[src/hw/rtl/nrc_pkg.sv]
// Shared types and constants for the NAT rule classifier and rewriter.
`default_nettype none
package nrc_pkg;

    localparam int WORDS_PER_RULE = 12;

    // Item kinds
    localparam logic [2:0] KIND_PACKET = 3'd0;
    localparam logic [2:0] KIND_STAGE  = 3'd1;
    localparam logic [2:0] KIND_ADD    = 3'd2;
    localparam logic [2:0] KIND_DELETE = 3'd3;
    localparam logic [2:0] KIND_FLUSH  = 3'd4;

    // Hook points
    localparam logic [2:0] HOOK_PRE_ROUTING  = 3'd0;
    localparam logic [2:0] HOOK_LOCAL_IN     = 3'd1;
    localparam logic [2:0] HOOK_FORWARD      = 3'd2;
    localparam logic [2:0] HOOK_LOCAL_OUT    = 3'd3;
    localparam logic [2:0] HOOK_POST_ROUTING = 3'd4;

    // Rule types
    localparam logic [31:0] TYPE_SNAT = 32'd0;
    localparam logic [31:0] TYPE_DNAT = 32'd1;
    localparam logic [31:0] TYPE_MASQ = 32'd2;

    // Status codes
    localparam logic [1:0] STATUS_OK         = 2'd0;
    localparam logic [1:0] STATUS_FULL       = 2'd1;
    localparam logic [1:0] STATUS_NOT_IN_USE = 2'd2;

    // IP protocols with ports
    localparam logic [7:0] PROTO_TCP = 8'd6;
    localparam logic [7:0] PROTO_UDP = 8'd17;

    // Staged word selectors
    localparam logic [3:0] FIELD_PROTO    = 4'd0;
    localparam logic [3:0] FIELD_SRC      = 4'd1;
    localparam logic [3:0] FIELD_SRCMASK  = 4'd2;
    localparam logic [3:0] FIELD_DST      = 4'd3;
    localparam logic [3:0] FIELD_DSTMASK  = 4'd4;
    localparam logic [3:0] FIELD_PORTLO   = 4'd5;
    localparam logic [3:0] FIELD_PORTHI   = 4'd6;
    localparam logic [3:0] FIELD_TYPE     = 4'd7;
    localparam logic [3:0] FIELD_NEWSRC   = 4'd8;
    localparam logic [3:0] FIELD_NEWDST   = 4'd9;
    localparam logic [3:0] FIELD_NEWSPORT = 4'd10;
    localparam logic [3:0] FIELD_NEWDPORT = 4'd11;

    typedef struct packed {
        logic [2:0]  kind;
        logic [3:0]  rule_index;
        logic [3:0]  rule_field;
        logic [31:0] rule_value;
        logic [2:0]  hook_point;
        logic [7:0]  protocol;
        logic [31:0] src_ip;
        logic [31:0] dst_ip;
        logic [15:0] sport;
        logic [15:0] dport;
    } in_word_t;

    typedef struct packed {
        logic [1:0]  status;
        logic        rule_hit;
        logic [3:0]  hit_index;
        logic        translated;
        logic [31:0] new_src_ip;
        logic [31:0] new_dst_ip;
        logic [15:0] new_src_port;
        logic [15:0] new_dst_port;
        logic [4:0]  rules_in_use;
    } out_word_t;

    typedef struct packed {
        logic [31:0] proto;
        logic [31:0] src;
        logic [31:0] srcmask;
        logic [31:0] dst;
        logic [31:0] dstmask;
        logic [31:0] portlo;
        logic [31:0] porthi;
        logic [31:0] rtype;
        logic [31:0] newsrc;
        logic [31:0] newdst;
        logic [31:0] newsport;
        logic [31:0] newdport;
    } rule_t;

    // Packet tuple as held during a scan; ports already zeroed off TCP/UDP
    typedef struct packed {
        logic [2:0]  hook_point;
        logic [7:0]  protocol;
        logic        l4;
        logic [31:0] src_ip;
        logic [31:0] dst_ip;
        logic [15:0] sport;
        logic [15:0] dport;
    } pkt_t;

    typedef struct packed {
        logic        hit;
        logic        translated;
        logic [31:0] new_src_ip;
        logic [31:0] new_dst_ip;
        logic [15:0] new_src_port;
        logic [15:0] new_dst_port;
    } eval_t;

endpackage
`default_nettype wire

[src/hw/rtl/nrc_rule_eval.sv]
// Match test of one rule against a packet tuple and the resulting rewrite.
`default_nettype none
module nrc_rule_eval
    import nrc_pkg::*;
(
    input  wire rule_t rule,
    input  wire pkt_t  pkt,
    output eval_t res
);

    logic [7:0]  rule_proto;
    logic [15:0] port_lo;
    logic [15:0] port_hi;
    logic [15:0] port_hi_eff;
    logic        proto_ok;
    logic        src_ok;
    logic        dst_ok;
    logic        port_ok;
    logic        do_snat;
    logic        do_dnat;
    logic [15:0] new_sport;
    logic [15:0] new_dport;

    // Match tests
    always_comb
    begin
        rule_proto  = rule.proto[7:0];
        port_lo     = rule.portlo[15:0];
        port_hi     = rule.porthi[15:0];
        port_hi_eff = (port_hi == 16'd0) ? port_lo : port_hi;
        proto_ok    = (rule_proto == 8'd0) || (rule_proto == pkt.protocol);
        src_ok      = (pkt.src_ip & rule.srcmask) == (rule.src & rule.srcmask);
        dst_ok      = (pkt.dst_ip & rule.dstmask) == (rule.dst & rule.dstmask);
        port_ok     = ((port_lo == 16'd0) && (port_hi == 16'd0)) ||
                      ((pkt.sport >= port_lo) && (pkt.sport <= port_hi_eff));
    end

    // Rewrite by rule type and hook
    always_comb
    begin
        do_snat = ((rule.rtype == TYPE_SNAT) || (rule.rtype == TYPE_MASQ)) &&
                  ((pkt.hook_point == HOOK_LOCAL_OUT) ||
                   (pkt.hook_point == HOOK_POST_ROUTING));
        do_dnat = (rule.rtype == TYPE_DNAT) &&
                  ((pkt.hook_point == HOOK_PRE_ROUTING) ||
                   (pkt.hook_point == HOOK_LOCAL_IN));
        new_sport = rule.newsport[15:0];
        new_dport = rule.newdport[15:0];

        res.hit          = proto_ok && src_ok && dst_ok && port_ok;
        res.translated   = do_snat || do_dnat;
        res.new_src_ip   = do_snat ? rule.newsrc : pkt.src_ip;
        res.new_dst_ip   = do_dnat ? rule.newdst : pkt.dst_ip;
        res.new_src_port = (do_snat && pkt.l4 && (new_sport != 16'd0)) ? new_sport
                                                                       : pkt.sport;
        res.new_dst_port = (do_dnat && pkt.l4 && (new_dport != 16'd0)) ? new_dport
                                                                       : pkt.dport;
    end

endmodule
`default_nettype wire

[config.mk]
export PLATFORM = sky130hd
export DESIGN_NAME = nrc_rule_eval
export DESIGN_NICKNAME = d
export VERILOG_FILES = /design/src/hw/rtl/nrc_pkg.sv /design/src/hw/rtl/nrc_rule_eval.sv
export SDC_FILE = /design/constraint.sdc
export NUM_CORES = 1
export LEC_CHECK = 0
export BUFFER_PORTS_ARGS = -buffer_cell sky130_fd_sc_hd__buf_2
export CORE_AREA = 2 2 228 230
export DETAILED_ROUTE_END_ITERATION = 6
export DIE_AREA = 0 0 230 232
export GPL_TIMING_DRIVEN = 0
export PLACE_DENSITY = 0.35
export SYNTH_ARGS = -nofsm -noshare
export SYNTH_HDL_FRONTEND = slang
export SYNTH_SLANG_ARGS = --single-unit
[constraint.sdc]
create_clock -name vclk -period 2.9
set_input_delay 0.145 -clock vclk [all_inputs]
set_output_delay 0.145 -clock vclk [all_outputs]
set_load 0.05 [all_outputs]
**Yosys cells after proc, flatten, opt, wreduce, memory -nomap -nowiden**

Index checks and enable logic that the tools add are counted.

- Memories kept: 0
- Register bits: 0
- ROM bits: 0
- Bits in latches: 0
- Bits of input ports: 492
- RAM bits: 0

- Bitwise logic cells: 4
- Shift operators: 0
- Multiply operators: 0
- Order comparisons: 2
- Equality and inequality tests: 8
- Reductions and logical operators: 24
- Add/sub/neg operators: 0
- Divide/modulo/power cells: 0
- Muxes and demuxes: 5

Operators with widths:

| operator | number |
|---|---|
| bitwise AND 32 bit | 4 |
| == test 32 bit | 2 |
| two-way mux 32 bit | 2 |
| two-way mux 16 bit | 3 |
| == test 32 x 1 -> 1 bit, second input constant | 1 |
| == test 32 x 2 -> 1 bit, second input constant | 1 |
| logical NOT 16 bit | 2 |
| logical NOT 32 bit | 1 |
| nonzero test 16 bit | 2 |
| greater-or-equal comparator 16 bit | 1 |
| less-or-equal comparator 16 bit | 1 |
| logical AND 1 bit | 11 |
| == test 8 bit | 1 |
| logical NOT 8 bit | 1 |
| logical OR 1 bit | 6 |
| == test 3 x 1 -> 1 bit, second input constant | 1 |
| == test 3 x 2 -> 1 bit, second input constant | 1 |
| == test 3 bit, second input constant | 1 |
| logical NOT 3 bit | 1 |

**Depth between registers and ports, before layout**

- Depth in word-level cells: 6
- Gate-level depth with buffers: 12
- Depth with buffers taken out: 10

**Worst setup path after synthesis**

OpenSTA, ideal clock, no wires.

- Path type: input to output
- From: input rule[162] (netlist name)
- To: output res[97] (netlist name)
- Stages: 11
- Arrival: 3.675 ns
- Setup slack: -0.920 ns
- Path through: nor4_1 and4_1 clkbuf_1 clkbuf_1 a21oi_1 ha_1 a21o_1 a21o_1 a211oi_1 a221oi_1 nor4_1

RTL lines:

| element | line | source |
|---|---|---|
| start: declaration | nrc_rule_eval.sv:6 | `input wire rule_t rule,` |
| end: declaration | nrc_rule_eval.sv:8 | `output eval_t res` |

==> metrics.yaml <==
ff_latch_area_um2: 0
fin_crit_ns: 2.78
grt_max_degree: 11
die_h_um: 232
drtIter0Drc: 108
syn-mean-instance-area_um2: 8.51
yosys.area_share.simple: 0.145
seq_cell_count: 0
worstPathMaxFanout: 10
drv_cap: 0
wl_met1_mm: 12.2
clock_buffers: 0
core_area_um2: 50900
wl_per_cell_um: 19.6
multiInputGateArea_um2: 3150
dieArea_um2: 53400
min_path_type: "in -> out"
antenna_found_initial: 27
postCtsHoldBufs: 0
slew_headroom: 0.392
yosys_warnings: 0
netlist_top_cells_area: "mux2_2 (26%), xor2_1 (17%), ha_1 (12%), mux2_1 (7.7%), a22oi_1 (6.1%)"
grt_usage: 0.107
fin_util: 0.133
critPathKind: "in -> out"
fp.dieW_um: 230
synth_area_leader_cell: "mux2_2"
synth_fp_nets: 901
power.leakage_nw: 3.39
cp-start-kind: "input port"
gp_congestion: 0.819
first_pass_iters: 4
power_density_nw_per_um2: 150
drt-total-wl_mm: 30.7
yosysMostFrequentCell: "mux2_2"
rsz0062_at_grt: "false"
syn_to_final_growth_pct: 111
synth_top_cell_area_share: 0.260
synth_xor_area_frac: 0.197
nNetsFinal: 1413
status: "finished clean"
seq_area_frac_synth: 0
fin_crit_sh: 0.960
fillers: 6008
vias: 5190
synthCells: 377
worstPathRequired_ns: 2.76
dr_wl_met3_mm: 2.66
synth_common_cells: "mux2_2 (74), xor2_1 (64), ha_1 (32)"
grt_remaining_overflow: 0
yosys-mux-area-fraction: 0.337
synth_fa_ha_area_frac: 0.125
top_layer: "met5"
ir_drop_uv: 62.2
grt_pass1_wl_mm: 39.8
synth_cell_type_count: 36
finalHoldViolations: 0
ant_nets: 0
initial_utilization: 0.0630
setup_viol: 0
worst_ep_arrival_time_ns: 2.64
viasPerCell: 3.30
synth_top_family_by_area: "multiplexers"
fin_setup_tns_ns: 0
num_rows: 83
io_pins: 590
end_kind: "output pin"
drc: 0
synth_compound_area_frac: 0.155
grt_pass1_vias: 5320
place_hpwl_mm: 29.0
drive_gt1_frac: 0.685
slew_viol_final: 0
power_w: 0.00102
tightest_slew_ns: 0.904
synth_area_um2: 3210
clock.fmax_mhz: 359
wl_met2_mm: 15.4
holdWs_ns: 0.716
port_buffers: 502
## where the power goes
part / switching (W) / leakage (nW) / internal [W] / total (W)
Combinational: 0.000606 / 3.39 / 0.000410 / 0.00102
Sequential: 0 / 0 / 0 / 0
Clock: 0 / 0.0000317 / 0.000000000233 / 0.000000000233
## stage by stage
stage	cells	cell area, um2	setup WS (ns)
floorplan	377	3220	0.0669
global placement	1559	6590	-0.582
detailed placement	1559	6590	-0.577
CTS	1566	6710	0.0235
global route	1569	6750	0.0425
finish	1572	6760	0.116
## worst max-delay path, cell delays in order
cell and delay, ns:
buf_2 0.11, nor4_1 0.78, nand4_1 0.40, and3_1 0.31
buf_4 0.18, buf_6 0.16, mux2_1 0.32, buf_2 0.22
## cell families (layout without fill, tap and decap cells)
kind of cell / after synthesis / in the layout
AND/OR/NAND/NOR: 75 / 75
other: 0 / 5
XOR/XNOR: 72 / 72
multiplexers: 96 / 96
adder cells (fa/ha/maj): 32 / 32
AO/OA/AOI/OAI: 74 / 74
buffers and inverters: 28 / 538
## worst paths after layout
| check | start | endpoint | slack, ns | cells after the start |
|---|---|---|---|---|
| min | pkt[10] | res[10] | 0.72 | 3 |
| max | rule[32] | res[23] | 0.12 | 8 |
## routing by layer
| metal | vias up | GRT usage |
|---|---|---|
| met5 | - | 0 |
| met4 | 10 | 0.0115 |
| met3 | 30 | 0.0210 |
| met2 | 329 | 0.196 |
| met1 | 2325 | 0.132 |
| li1 | 2496 | - |
## final cells by class
| type | count | share of cell area |
|---|---|---|
| diodes | 5 | 0.00185 |
| plain buffers | 11 | 0.0107 |
| inverters | 16 | 0.00889 |
| multi-input cells | 349 | 0.466 |
| well taps | 680 | 0.126 |
| repair buffers | 511 | 0.386 |
## what timing repair did
action / 4_1_cts / 5_1_grt
gates resized for setup: 11 / 4
setup endpoints to repair: 92 / 5
pin swaps: 4 / 1
buffers inserted: 8 / 1
## cells in the final DEF, fill, tap and decap left out, types with 2 or more instances in the layout
| cell | count |
|---|---|
| buf_2 | 508 |
| mux2_2 | 74 |
| xor2_1 | 64 |
| ha_1 | 32 |
| a22oi_1 | 26 |
| a21oi_1 | 25 |
| nand4_1 | 23 |
| mux2_1 | 22 |
| nor4_1 | 20 |
| inv_1 | 16 |
| nor2_1 | 9 |
| buf_4 | 8 |
| a21o_1 | 8 |
| xnor2_1 | 8 |
| diode_2 | 5 |
| nor4_2 | 4 |
| buf_6 | 3 |
| nand2_1 | 3 |
| nor4_4 | 3 |
| a22o_1 | 3 |
| a221oi_1 | 3 |
| and3_1 | 2 |
| nor2b_1 | 2 |
| nand3_1 | 2 |
| o21ai_0 | 2 |
| buf_12 | 2 |
Note: power is estimated with default switching activity, not from simulation.
